[config.mk]
export PLATFORM = sky130hd
export DESIGN_NAME = fixed_block_pool_allocator
export DESIGN_NICKNAME = d
export VERILOG_FILES = /design/src/rtl/fbpa_pkg.sv /design/src/rtl/fbpa_fifo.sv /design/src/rtl/fbpa_engine.sv /design/src/rtl/fixed_block_pool_allocator.sv
export SDC_FILE = /design/constraint.sdc
export NUM_CORES = 2
export LEC_CHECK = 0
export CORE_MARGIN = 10
export CORE_UTILIZATION = 45
export DETAILED_ROUTE_END_ITERATION = 7
export DONT_BUFFER_PORTS = 1
export PLACE_DENSITY = 0.58
export SETUP_SLACK_MARGIN = 0.1
export SLEW_MARGIN = 20
export SYNTH_ARGS = -nofsm -noshare
export SYNTH_HDL_FRONTEND = slang
export SYNTH_SLANG_ARGS = --single-unit
[constraint.sdc]
create_clock -name clk -period 21.5 [get_ports clk]
set_clock_uncertainty 0.05 [all_clocks]
set_input_delay 0 -clock clk [delete_from_list [all_inputs] [get_ports clk]]
set_output_delay 0 -clock clk [all_outputs]
set_load 0.05 [all_outputs]
[src/rtl/fbpa_pkg.sv]
// Shared types and constants for the fixed block pool allocator.
// No dependencies; used by fbpa_engine and the top level in rtl/.
`timescale 1ns / 1ps
`default_nettype none
package fbpa_pkg;

  // request codes
  typedef enum logic [1:0] {
    REQ_ALLOC = 2'd0,
    REQ_FREE  = 2'd1,
    REQ_QUERY = 2'd2,
    REQ_REINIT = 2'd3
  } req_t;

  // result status codes
  localparam logic [2:0] ST_OK        = 3'd0;
  localparam logic [2:0] ST_NO_BLOCK  = 3'd1;
  localparam logic [2:0] ST_OUTSIDE   = 3'd2;
  localparam logic [2:0] ST_MISALIGN  = 3'd3;
  localparam logic [2:0] ST_DBL_FREE  = 3'd4;

  localparam int DESC_W   = 54;
  localparam int NREG     = 4;
  localparam int REG_IDX_W = 2;
  localparam int BMAP_W   = 32;
  localparam int FCNT_W   = 6;

  // one queued request between front and back
  typedef struct packed {
    logic [1:0]  kind;
    logic [15:0] size;
    logic [31:0] addr;
  } req_item_t;

  // one result item
  typedef struct packed {
    logic [2:0]  status;
    logic [31:0] block_addr;
    logic [1:0]  pool_index;
    logic [5:0]  free_count;
  } rsp_item_t;

  // back-end engine states
  typedef enum logic [2:0] {
    S_IDLE,
    S_ALLOC,
    S_FREE_SCAN,
    S_DIV,
    S_DONE
  } eng_state_t;

endpackage
`default_nettype wire

[src/rtl/fbpa_fifo.sv]
// Small register queue carrying items between allocator stages.
// Depends on nothing but its parameters.
`timescale 1ns / 1ps
`default_nettype none
module fbpa_fifo #(
  parameter int WIDTH = 50,
  parameter int DEPTH = 2
) (
  input  wire logic             clk,
  input  wire logic             rst_n,
  input  wire logic             push,
  input  wire logic [WIDTH-1:0] wdata,
  output logic                  full,
  input  wire logic             pop,
  output logic [WIDTH-1:0]      rdata,
  output logic                  empty
);
  localparam int PW = (DEPTH > 1) ? $clog2(DEPTH) : 1;
  localparam int CW = $clog2(DEPTH + 1);

  logic [WIDTH-1:0] mem_r [DEPTH];
  logic [PW-1:0] wp_r, rp_r;
  logic [CW-1:0] cnt_r;
  logic do_push, do_pop;

  assign full    = (cnt_r == CW'(DEPTH));
  assign empty   = (cnt_r == '0);
  assign do_push = push && !full;
  assign do_pop  = pop && !empty;
  assign rdata   = mem_r[rp_r];

  // pointers and fill count
  always_ff @(posedge clk) begin
    if (!rst_n) begin
      wp_r  <= '0;
      rp_r  <= '0;
      cnt_r <= '0;
    end else begin
      if (do_push) wp_r <= (wp_r == PW'(DEPTH - 1)) ? '0 : wp_r + 1'b1;
      if (do_pop)  rp_r <= (rp_r == PW'(DEPTH - 1)) ? '0 : rp_r + 1'b1;
      cnt_r <= cnt_r + CW'(do_push) - CW'(do_pop);
    end
  end

  // storage
  always_ff @(posedge clk) begin
    if (do_push) mem_r[wp_r] <= wdata;
  end
endmodule
`default_nettype wire

[src/rtl/fbpa_engine.sv]
// Back end: pool descriptors, free bitmaps, and the request engine with
// its serial divider. Depends on fbpa_pkg.
`timescale 1ns / 1ps
`default_nettype none
module fbpa_engine #(
  parameter int POOLS = 4,
  parameter int BLOCKS_PER_POOL = 32,
  parameter int ALIGNMENT = 8,
  parameter int ADDR_BITS = 32
) (
  input  wire logic                        clk,
  input  wire logic                        rst_n,
  input  wire logic                        cfg_we,
  input  wire logic [fbpa_pkg::REG_IDX_W-1:0] cfg_idx,
  input  wire logic [fbpa_pkg::DESC_W-1:0] cfg_val,
  input  wire logic                        req_vld,
  input  wire fbpa_pkg::req_item_t         req,
  output logic                             req_take,
  output logic                             rsp_vld,
  output fbpa_pkg::rsp_item_t              rsp,
  input  wire logic                        rsp_full,
  output logic                             idle
);
  import fbpa_pkg::*;

  localparam int QB = 32;   // quotient bits for offset / block size

  logic [DESC_W-1:0] desc_r [NREG];
  logic [BMAP_W-1:0] bmap_r [NREG];

  // per-pool decoded fields
  logic [31:0] base   [NREG];
  logic [16:0] psize  [NREG];
  logic [5:0]  pcnt   [NREG];
  logic        pon    [NREG];
  logic [BMAP_W-1:0] fmask [NREG];

  function automatic logic [16:0] round_up(input logic [15:0] v);
    logic [16:0] s;
    s = 17'(v) + 17'(ALIGNMENT - 1);
    return (s / 17'(ALIGNMENT)) * 17'(ALIGNMENT);
  endfunction

  always_comb begin
    for (int p = 0; p < NREG; p++) begin
      base[p]  = desc_r[p][31:0];
      psize[p] = round_up(desc_r[p][47:32]);
      pcnt[p]  = (desc_r[p][53:48] > 6'(BLOCKS_PER_POOL)) ? 6'(BLOCKS_PER_POOL)
                                                           : desc_r[p][53:48];
      pon[p]   = (p < POOLS) && (pcnt[p] != '0) && (psize[p] != '0);
      fmask[p] = '0;
      if (pon[p]) begin
        for (int b = 0; b < BMAP_W; b++) fmask[p][b] = (6'(b) < pcnt[p]);
      end
    end
  end

  // full mask of the descriptor being written
  logic [16:0] cfg_psize;
  logic [5:0]  cfg_pcnt;
  logic [BMAP_W-1:0] cfg_mask;
  always_comb begin
    cfg_psize = round_up(cfg_val[47:32]);
    cfg_pcnt  = (cfg_val[53:48] > 6'(BLOCKS_PER_POOL)) ? 6'(BLOCKS_PER_POOL)
                                                        : cfg_val[53:48];
    cfg_mask  = '0;
    if ((int'(cfg_idx) < POOLS) && (cfg_pcnt != '0) && (cfg_psize != '0)) begin
      for (int b = 0; b < BMAP_W; b++) cfg_mask[b] = (6'(b) < cfg_pcnt);
    end
  end

  eng_state_t state_r, state_nxt;
  req_item_t  cur_r;
  logic [NREG-1:0] tried_r, tried_nxt;
  logic [1:0]  pool_r, pool_nxt;
  logic [5:0]  step_r, step_nxt;
  logic [31:0] rem_r, rem_nxt, quo_r, quo_nxt;
  rsp_item_t   res_r, res_nxt;
  logic        bm_we;
  logic [1:0]  bm_idx;
  logic [BMAP_W-1:0] bm_val;
  logic        reinit;

  // alloc candidate selection: smallest untried fitting pool
  logic        cand_ok;
  logic [1:0]  cand;
  always_comb begin
    cand_ok = 1'b0;
    cand    = '0;
    for (int p = 0; p < NREG; p++) begin
      if (!tried_r[p] && pon[p] && psize[p] >= 17'(cur_r.size)) begin
        if (!cand_ok || psize[p] < psize[cand]) begin
          cand_ok = 1'b1;
          cand    = 2'(p);
        end
      end
    end
  end

  // lowest free bit of candidate
  logic [4:0] low_idx;
  always_comb begin
    low_idx = '0;
    for (int b = BMAP_W - 1; b >= 0; b--) if (bmap_r[cand][b]) low_idx = 5'(b);
  end

  // free: first pool containing the address
  logic        hit_ok;
  logic [1:0]  hit;
  logic [39:0] pend [NREG];
  always_comb begin
    hit_ok = 1'b0;
    hit    = '0;
    for (int p = NREG - 1; p >= 0; p--) begin
      pend[p] = 40'(base[p]) + 40'(psize[p]) * 40'(pcnt[p]);
      if (pon[p] && cur_r.addr >= base[p] && 40'(cur_r.addr) < pend[p]) begin
        hit_ok = 1'b1;
        hit    = 2'(p);
      end
    end
  end

  // query: first pool of exact size, popcount of its bitmap
  logic        q_ok;
  logic [1:0]  q_idx;
  logic [5:0]  q_cnt;
  always_comb begin
    q_ok  = 1'b0;
    q_idx = '0;
    for (int p = NREG - 1; p >= 0; p--) begin
      if (pon[p] && psize[p] == round_up(cur_r.size)) begin
        q_ok  = 1'b1;
        q_idx = 2'(p);
      end
    end
    q_cnt = '0;
    for (int b = 0; b < BMAP_W; b++) q_cnt = q_cnt + 6'(bmap_r[q_idx][b]);
  end

  // restoring divider step
  logic [32:0] trial;
  assign trial = {rem_r, quo_r[31]} - 33'(psize[pool_r]);

  // block index times block size fits in 22 bits
  logic [21:0] prod;
  assign prod = 22'(low_idx) * 22'(psize[cand]);

  // control
  always_comb begin
    state_nxt = state_r;
    tried_nxt = tried_r;
    pool_nxt  = pool_r;
    step_nxt  = step_r;
    rem_nxt   = rem_r;
    quo_nxt   = quo_r;
    res_nxt   = res_r;
    req_take  = 1'b0;
    bm_we     = 1'b0;
    bm_idx    = cand;
    bm_val    = '0;
    reinit    = 1'b0;
    unique case (state_r)
      S_IDLE: begin
        if (req_vld) begin
          req_take  = 1'b1;
          tried_nxt = '0;
          res_nxt   = '0;
          case (req.kind)
            REQ_ALLOC: state_nxt = S_ALLOC;
            REQ_FREE:  state_nxt = S_FREE_SCAN;
            default:   state_nxt = S_DONE;
          endcase
          if (req.kind == REQ_QUERY || req.kind == REQ_REINIT) state_nxt = S_FREE_SCAN;
        end
      end
      S_ALLOC: begin
        if (!cand_ok) begin
          res_nxt.status = ST_NO_BLOCK;
          state_nxt = S_DONE;
        end else if (bmap_r[cand] == '0) begin
          tried_nxt[cand] = 1'b1;
        end else begin
          bm_we  = 1'b1;
          bm_val = bmap_r[cand] & ~(BMAP_W'(1) << low_idx);
          res_nxt.status     = ST_OK;
          res_nxt.block_addr = 32'((64'(base[cand]) + 64'(prod))
                               & ((64'(1) << ADDR_BITS) - 64'(1)));
          res_nxt.pool_index = cand;
          state_nxt = S_DONE;
        end
      end
      S_FREE_SCAN: begin
        if (cur_r.kind == REQ_QUERY) begin
          res_nxt.pool_index = q_ok ? q_idx : 2'd0;
          res_nxt.free_count = q_ok ? q_cnt : 6'd0;
          state_nxt = S_DONE;
        end else if (cur_r.kind == REQ_REINIT) begin
          reinit    = 1'b1;
          state_nxt = S_DONE;
        end else if (!hit_ok) begin
          res_nxt.status = ST_OUTSIDE;
          state_nxt = S_DONE;
        end else begin
          pool_nxt = hit;
          res_nxt.pool_index = hit;
          rem_nxt  = '0;
          quo_nxt  = cur_r.addr - base[hit];
          step_nxt = '0;
          state_nxt = S_DIV;
        end
      end
      S_DIV: begin
        if (step_r == 6'(QB)) begin
          bm_idx = pool_r;
          if (rem_r != '0) res_nxt.status = ST_MISALIGN;
          else if (bmap_r[pool_r][quo_r[4:0]]) res_nxt.status = ST_DBL_FREE;
          else begin
            bm_we  = 1'b1;
            bm_val = bmap_r[pool_r] | (BMAP_W'(1) << quo_r[4:0]);
            res_nxt.status = ST_OK;
          end
          state_nxt = S_DONE;
        end else begin
          if (!trial[32]) begin
            rem_nxt = trial[31:0];
            quo_nxt = {quo_r[30:0], 1'b1};
          end else begin
            rem_nxt = {rem_r[30:0], quo_r[31]};
            quo_nxt = {quo_r[30:0], 1'b0};
          end
          step_nxt = step_r + 6'd1;
        end
      end
      S_DONE: begin
        if (!rsp_full) state_nxt = S_IDLE;
      end
      default: state_nxt = S_IDLE;
    endcase
  end

  assign rsp_vld = (state_r == S_DONE) && !rsp_full;
  assign rsp     = res_r;
  assign idle    = (state_r == S_IDLE);

  // state registers
  always_ff @(posedge clk) begin
    if (!rst_n) state_r <= S_IDLE;
    else        state_r <= state_nxt;
  end

  always_ff @(posedge clk) begin
    if (req_take) cur_r <= req;
    tried_r <= tried_nxt;
    pool_r  <= pool_nxt;
    step_r  <= step_nxt;
    rem_r   <= rem_nxt;
    quo_r   <= quo_nxt;
    res_r   <= res_nxt;
  end

  // descriptors and bitmaps; a written descriptor reloads its own bitmap
  always_ff @(posedge clk) begin
    if (!rst_n) begin
      for (int p = 0; p < NREG; p++) begin
        desc_r[p] <= '0;
        bmap_r[p] <= '0;
      end
    end else if (cfg_we) begin
      desc_r[cfg_idx] <= cfg_val;
      bmap_r[cfg_idx] <= cfg_mask;
    end else if (reinit) begin
      for (int p = 0; p < NREG; p++) bmap_r[p] <= fmask[p];
    end else if (bm_we) begin
      bmap_r[bm_idx] <= bm_val;
    end
  end
endmodule
`default_nettype wire

[src/rtl/fixed_block_pool_allocator.sv]
// Top level of the fixed block pool allocator: config port, request and
// result queues around fbpa_engine. Depends on fbpa_pkg, fbpa_fifo, fbpa_engine.
`timescale 1ns / 1ps
`default_nettype none
// Allocator for up to four fixed-size block pools. Requests enter a two-entry
// queue and are executed one at a time by the back end; results leave through
// a two-entry queue. Allocate tries pools in turn, smallest fitting size first,
// until one has a free block or none is left; free splits the pool offset by
// the block size in a 32-step serial divider.
// Descriptor writes are taken only while no request is in flight.
module fixed_block_pool_allocator #(
  parameter int POOLS = 4,
  parameter int BLOCKS_PER_POOL = 32,
  parameter int ALIGNMENT = 8,
  parameter int ADDR_BITS = 32
) (
  input  wire logic        clk,
  input  wire logic        rst_n,
  input  wire logic        in_push,
  output logic             in_full,
  input  wire logic [1:0]  in_req_type,
  input  wire logic [15:0] in_req_size,
  input  wire logic [31:0] in_req_addr,
  output logic             out_empty,
  input  wire logic        out_pop,
  output logic [2:0]       out_status,
  output logic [31:0]      out_block_addr,
  output logic [1:0]       out_pool_index,
  output logic [5:0]       out_free_count,
  input  wire logic        cfg_valid,
  output logic             cfg_ready,
  input  wire logic [1:0]  cfg_index,
  input  wire logic [53:0] cfg_data
);
  import fbpa_pkg::*;

  req_item_t in_item, q_item;
  rsp_item_t eng_rsp, out_item;
  logic q_empty, q_take, rsp_vld, rsp_full, eng_idle;

  assign in_item = '{kind: in_req_type, size: in_req_size, addr: in_req_addr};
  // config only while no request is queued or executing
  assign cfg_ready = q_empty && eng_idle;

  // request queue
  fbpa_fifo #(.WIDTH($bits(req_item_t)), .DEPTH(2)) u_req_q (
    .clk, .rst_n, .push(in_push), .wdata(in_item), .full(in_full),
    .pop(q_take), .rdata(q_item), .empty(q_empty)
  );

  // execution back end
  fbpa_engine #(.POOLS(POOLS), .BLOCKS_PER_POOL(BLOCKS_PER_POOL),
                .ALIGNMENT(ALIGNMENT), .ADDR_BITS(ADDR_BITS)) u_eng (
    .clk, .rst_n, .cfg_we(cfg_valid && cfg_ready), .cfg_idx(cfg_index),
    .cfg_val(cfg_data),
    .req_vld(!q_empty), .req(q_item), .req_take(q_take),
    .rsp_vld, .rsp(eng_rsp), .rsp_full, .idle(eng_idle)
  );

  // result queue
  fbpa_fifo #(.WIDTH($bits(rsp_item_t)), .DEPTH(2)) u_rsp_q (
    .clk, .rst_n, .push(rsp_vld), .wdata(eng_rsp), .full(rsp_full),
    .pop(out_pop), .rdata(out_item), .empty(out_empty)
  );

  assign out_status     = out_item.status;
  assign out_block_addr = out_item.block_addr;
  assign out_pool_index = out_item.pool_index;
  assign out_free_count = out_item.free_count;

  // checks
  a_status_range: assert property (@(posedge clk) disable iff (!rst_n)
    !out_empty |-> out_status <= ST_DBL_FREE) else $error("bad status");
  a_addr_ok_only: assert property (@(posedge clk) disable iff (!rst_n)
    (!out_empty && out_status != ST_OK) |-> out_block_addr == '0)
    else $error("address on failed result");
  a_cnt_range: assert property (@(posedge clk) disable iff (!rst_n)
    !out_empty |-> out_free_count <= 6'(BLOCKS_PER_POOL)) else $error("count range");
endmodule
`default_nettype wire
# Word-level counts from Yosys, hierarchy flattened
# Memories as Yosys holds them, arrays and structs flattened. A register that Yosys moved wholly into a read port is not among the register bits.
# Index checks and enable logic that the tools add are counted.
dict set report totals {
  reg_bits 180
  latchBits 0
  mem_bits_rw 530
  romBits 0
  input_bits 111
  output_inout_bits 46
  wordCells 600
  n_memories 4
}
dict set report op_classes {
  addsub 53
  mul 5
  div 0
  n_lt_le_gt_ge 188
  eq_ne 31
  shift 2
  muxes 203
  n_bitwise 15
  reduce_logical 80
}
# name words width read_ports rd_ports_with_merged_regs write_ports line
set mem_list {}
lappend mem_list {u_eng.desc_r 4 54 4 0 4 fbpa_engine.sv:28} ;# logic [DESC_W-1:0] desc_r [NREG];
lappend mem_list {u_eng.bmap_r 4 32 3 1 4 fbpa_engine.sv:29} ;# logic [BMAP_W-1:0] bmap_r [NREG];
lappend mem_list {u_req_q.mem_r 2 50 1 1 1 fbpa_fifo.sv:21} ;# logic [WIDTH-1:0] mem_r [DEPTH];
lappend mem_list {u_rsp_q.mem_r 2 43 1 1 1 fbpa_fifo.sv:21}
# cell n
set op_table {}
lappend op_table {{32-bit two-way mux} 29}
lappend op_table {{5-bit by 6-bit less-than comparator with 1-bit output (first input constant)} 80}
lappend op_table {{32-bit one-hot mux with 2 select lines} 4}
lappend op_table {{4-bit by 6-bit less-than comparator with 1-bit output (first input constant)} 40}
lappend op_table {{6-bit by 1-bit adder with 6-bit output} 30}
lappend op_table {{32-bit by 40-bit less-than comparator with 1-bit output} 4}
lappend op_table {{5-bit two-way mux} 32}
lappend op_table {{17-bit binary-select mux with 2-bit select} 4}
lappend op_table {{17-bit two-way mux} 8}
lappend op_table {{32-bit by 23-bit adder with 33-bit output} 4}
lappend op_table {{32-bit binary-select mux with 2-bit select} 2}
lappend op_table {{32-bit greater-or-equal comparator} 4}
lappend op_table {{3-bit by 6-bit less-than comparator with 1-bit output (first input constant)} 20}
lappend op_table {{16-bit by 3-bit adder with 17-bit output (second input constant)} 6}
lappend op_table {{17-bit nonzero test} 5}
lappend op_table {{14-bit by 6-bit multiplier with 20-bit output} 4}
lappend op_table {{17-bit by 16-bit greater-or-equal comparator with 1-bit output} 4}
lappend op_table {{6-bit two-way mux} 11}
lappend op_table {{32-bit OR reduction} 2}
lappend op_table {{1-bit by 5-bit << shifter with 32-bit output (first input constant)} 2}
lappend op_table {{1-bit by 6-bit less-than comparator with 1-bit output (first input constant)} 10}
lappend op_table {{2-bit by 6-bit less-than comparator with 1-bit output (first input constant)} 10}
lappend op_table {{1-bit two-way mux} 57}
lappend op_table {{14-bit == test} 4}
lappend op_table {{66 further kinds} 201}

# Logic depth before layout (Yosys ltp)
# An unclocked memory read counts as a cell.
dict set report depth {
  word_depth 68
  mapped_depth 79
  mapped_depth_nobuf 72
}

# By module
# A second synthesis with hierarchy kept.
dict set report hier_totals {
  cells_unflattened 7046
  hier_area_um2 66114.7
}
# module n_inst cells_each area_per_inst_um2 seq_area_each_um2
set modules_own_cells {}
lappend modules_own_cells {fbpa_engine 1 6699 58456.1 15504.9}
lappend modules_own_cells {{fbpa_fifo (u_req_q)} 1 183 4098.9 3103.0}
lappend modules_own_cells {{fbpa_fifo (u_rsp_q)} 1 161 3542.1 2682.6}
lappend modules_own_cells {fixed_block_pool_allocator 1 3 17.5 0.0}

# Worst setup path after synthesis
# OpenSTA, ideal clock, no wires.
dict set report synth_path {
  path_type {reg-to-reg}
  from {memory u_eng.desc_r[1][35]}
  to {register u_eng.res_r, in the netlist u_eng.rsp[39] (data pin)}
  setup_ps 266
  arrival_time_ps 15923
  t_required_ps 21184
  setup_slack_ps 5261
  path_stages_with_launch 72
  path_buffers 8
  synth_period_minus_slack_ps 16239
  cell_sequence {edfxtp_1 and3_1 and2_4 nand3_1 xnor2_1 ha_1 a211o_1 or3_1 o22a_1 or2_1 a31oi_4 clkbuf_1 buf_1 clkbuf_1 mux2i_1 ha_1 a21o_1 a2111oi_0 [... 36 more ...] a21o_1 a21oi_1 o21bai_1 a21oi_1 o21bai_1 a21oi_1 o21bai_1 a21oi_1 o21bai_1 a21oi_1 o21bai_1 a21oi_1 o21bai_1 a2111oi_0 nor3b_1 nand4_1 xnor2_1 nor2_1}
}
# element line
set synth_rtl {}
lappend synth_rtl {{start, declared} fbpa_engine.sv:28}
lappend synth_rtl {{end signal, assigned} fbpa_engine.sv:258} ;# res_r <= res_nxt;
lappend synth_rtl {{end, declared} fbpa_engine.sv:78} ;# rsp_item_t res_r, res_nxt;

==> Flow_metrics.wiki <==
{| class="wikitable"
! Metric !! Value
|-
| Clock insertion delay at the later pin of the skew report || 0.72 ns
|-
| CTS max path bufs || 3
|-
| Total grt overflow || 0
|-
| Residual antenna-violating net count after detailed routing || 0
|-
| Number of inserted filler cells in the final layout || 13.3k
|-
| Final WS setup || 2.90 ns
|-
| Number of sinks handled by clock tree synthesis || 714
|-
| Part of the Yosys area used for sequential elements || 32.8%
|-
| Crit path launch type || flip-flop
|-
| Top_reg_cell synth || edfxtp_1
|-
| Number of iterations in the first detailed-routing pass || 7
|-
| TNS Setup || 0 ns
|-
| Count of maximum capacitance violations || 0
|-
| Worst hold-check path type || in -> reg
|-
| Yosys warning count || 0
|-
| Number of setup violations in the final report || 0
|-
| Height of the chip || 400 um
|-
| Pin count of the biggest net entering global routing || 72
|-
| Combinational group share of total power || 64.1%
|-
| Width of the chip || 400 um
|-
| Top cells by count, synth || edfxtp_1, inv_1, nand2_1, ha_1, nor2_1
|-
| Wire length reported by the detailed router || 255000 um
|-
| Master cell of the clock root buffer || clkbuf_16
|-
| Number of endpoints with negative hold slack in the final report || 0
|-
| Net count, final || 7944
|-
| TritonCTS buffer count || 83
|-
| RSZ-0062 raised after global routing || no
|-
| Placement-stage cell area || 67500 sq um
|-
| Setup repair bufs after CTS || 0
|-
| Switching Fraction || 49.6%
|-
| Worst setup slack after placement || 3.32 ns
|-
| 1st-iter DRT viols || 6014
|-
| Worst max-slew margin expressed relative to the limit || 14.5%
|-
| Routed metal-1 wirelength || 105000 um
|-
| Count of different cell masters after synthesis || 111
|-
| Critical path class || reg -> reg
|-
| Final Critical Period || 18.60 ns
|-
| Most common cell in the synthesized netlist || edfxtp_1
|-
| Cell seen most often among critical-path stages || a21oi_1
|-
| Via count of the first global-routing pass || 52.1k
|-
| HPWL Detailed || 201000 um
|-
| Sw Pwr || 5.20 mW
|-
| Achievable clock frequency || 0.0538 GHz
|-
| P&R area growth vs syn || 10.9%
|-
| Worst hold-check slack || 0.0405 ns
|-
| WL per Instance || 28.6 um
|-
| Launch point of the worst reg-to-reg path || u_eng.desc_r[0][32]
|-
| Cells taking the most area after synthesis || edfxtp_1, ha_1, fa_1, inv_1, nand2_1
|-
| Area share of the largest cell type after synthesis || 32.4%
|-
| Critical path peak fanout || 46
|-
| Final Instance Area || 71900 sq um
|-
| Number of max-slew violations in the final report || 0
|-
| Met3 Routed Length || 28600 um
|-
| Share of layout cells above drive strength 1 || 8.82%
|-
| Nets in the synthesized netlist || 7835
|-
| H-tree depth || 3
|-
| Area taken by flip-flops and latches || 21300 sq um
|-
| Sequential share of power || 22.3%
|-
| Slowest-stage cell, CP || xnor2_1
|-
| Via Count || 55.1k
|-
| WP data required || 21.90 ns
|-
| Arrival time at the worst endpoint || 19.00 ns
|-
| Mean area per synthesized cell || 9.49 sq um
|-
| Count of pins on the block boundary || 157
|-
| EDFF count, synth || 699
|-
| Wire length of the first global-routing pass || 365000 um
|-
| Total power divided by cell area || 146 nW/um^2
|-
| Top routing layer in use || met5
|-
| Largest area contributor in the synthesized netlist || edfxtp_1
|-
| Area of the die || 160000 sq um
|-
| Portion of the clock cycle consumed by the worst path in the final layout || 86.5%
|-
| Leakage power || 29.8 nW
|-
| Hold wc startpoint || cfg_index[0]
|-
| Weighted congestion at the end of routability-driven global placement || 1.06
|-
| Detailed route wirelength on metal2 || 108000 um
|-
| Clk pin slew, worst setup/hold paths || 0.07 ns
|-
| Total routing resource utilization after global routing || 31.2%
|-
| Clock share of power || 13.6%
|-
| Core region area || 143000 sq um
|-
| CP Launch Point || u_eng.desc_r[0][32]
|-
| Async SR Flop Fraction || 0%
|-
| Number of port buffers || 0
|-
| Drt via density || 6.18
|-
| Run status || completed
|-
| Combined area of the multi-input logic cells || 40100 sq um
|-
| Gate Count Post-Synth || 6830
|-
| Max VDD drop || 0.132 mV
|-
| TritonCTS clock tree || built
|-
| Least-Margin Pin Slew || 1.27 ns
|-
| Std-Cell Rows || 139
|-
| CP peak stage delay || 0.91 ns
|-
| Initial antenna violation count || 17
|-
| Mapped Area || 64800 sq um
|-
| Int Pwr || 5.28 mW
|-
| Type of element capturing the critical path || flip-flop
|-
| Synth Register Bits || 714
|-
| Initial Util || 45.2%
|-
| Remaining routing DRC violations || 0
|}
==> worst paths after layout <==
path | to | slack, ns | cells past startpoint
worst max-delay path | u_eng.rsp[39] | 2.90 | 66
worst min-delay path | u_eng.desc_r[2][48] | 0.04 | 3
worst max register to register | u_eng.rsp[39] | 2.90 | 66
worst min register to register | u_rsp_q.mem_r[1][11] | 0.39 | 0
==> per-stage QoR <==
step                      instances  util, %  power (mW)
final                          8919     50.2        10.5
after detailed placement       8591     47.1        8.86
after global placement         8591     47.1        8.78
after floorplan                6830        -        6.83
after global routing           8913     50.1        11.2
after CTS                      8908     50.1        10.4
==> state kept, by name, indices dropped and copies added (netlist names), named ones only <==
register and flops:
u_eng.quo_r 32, u_rsp_q.rp_r 1, u_eng.pool_r 2, u_rsp_q.cnt_r 2, u_eng.bmap_r 128, u_eng.cur_r 50, u_rsp_q.wp_r 1, u_eng.step_r 6
u_eng.desc_r 216, u_req_q.wp_r 1, u_eng.rsp 43, u_req_q.mem_r 100, u_eng.state_r 3, u_eng.tried_r 4, u_req_q.cnt_r 2, u_eng.rem_r 32
u_rsp_q.mem_r 86, u_req_q.rp_r 1
==> layout make-up <==
cell class | count | area share, %
well taps | 1903 | 3.31
repair buffers | 314 | 3.87
inverters | 702 | 3.67
multi-input cells | 5124 | 55.7
clock inverters | 59 | 0.754
flip-flops and latches | 714 | 29.6
diodes | 10 | 0.0348
clock buffers | 93 | 3.00
==> critical path, delay by kind of cell, from the launching register on <==
| kind | cells | cell delay [ns] |
|---|---|---|
| and+or+nand+nor | 16 | 4.21 |
| AOI/OAI and AO/OA | 34 | 7.92 |
| buffers and inverters | 6 | 1.55 |
| xor gates and xnor gates | 2 | 1.03 |
| adders and majority gates | 7 | 2.83 |
| muxes | 1 | 0.31 |
| DFF | 1 | 0.41 |
==> power by group through the flow <==
stage / Combinational (mW) / Sequential (mW) / Clock (mW)
after floorplan: 4.69 / 2.14 / 0
after global placement: 6.45 / 2.33 / 0
after detailed placement: 6.52 / 2.34 / 0
after CTS: 6.61 / 2.31 / 1.45
after global routing: 7.40 / 2.35 / 1.50
final: 6.71 / 2.33 / 1.43
==> cell families (layout without fill, tap and decap cells) <==
| logic type | count (synthesis) | count (layout) | synth area share [%] |
|---|---|---|---|
| multiplexers | 240 | 240 | 5.00 |
| flip-flops | 714 | 714 | 32.8 |
| other | 0 | 10 | 0 |
| AND/OR/NAND/NOR | 2085 | 2085 | 15.8 |
| adder cells (fa/ha/maj) | 894 | 894 | 20.5 |
| AO/OA/AOI/OAI | 1577 | 1577 | 15.6 |
| buffers and inverters | 992 | 1168 | 5.82 |
| XOR/XNOR | 328 | 328 | 4.46 |
==> layer usage <==
layer,global-route usage [%],vias up
li1,-,24500
met1,43.0,26800
met2,46.4,3109
met3,7.78,593
met4,13.5,6
met5,0,-
==> layout by cell type (no fill, tap or decap), drive strengths merged, types with 45 or more instances in the layout <==
cell,synthesis,layout
a211oi,60,60
a21o,113,113
a21oi,435,435
a31oi,60,60
and2,275,275
and3,48,48
buf,57,149
clkbuf,233,94
clkinv,6,45
dlygate4sd3,0,164
edfxtp,699,699
fa,279,279
ha,615,615
inv,696,704
mux2,122,122
mux2i,63,63
mux4,55,55
nand2,617,617
nand2b,113,113
nand3,115,115
nand4,76,76
nor2,482,482
nor2b,83,83
nor3,96,96
o211ai,74,74
o21a,64,64
o21ai,378,378
o221ai,49,49
o22ai,98,98
or2,49,49
xnor2,237,237
xor2,91,91
==> repair_timing <==
item | 4_1_cts | 5_1_grt
hold buffers | 165 | 0
gates resized for setup | 0 | 0
hold endpoints to repair | 464 | 0
No activity file was read; power rests on OpenSTA's default activity.
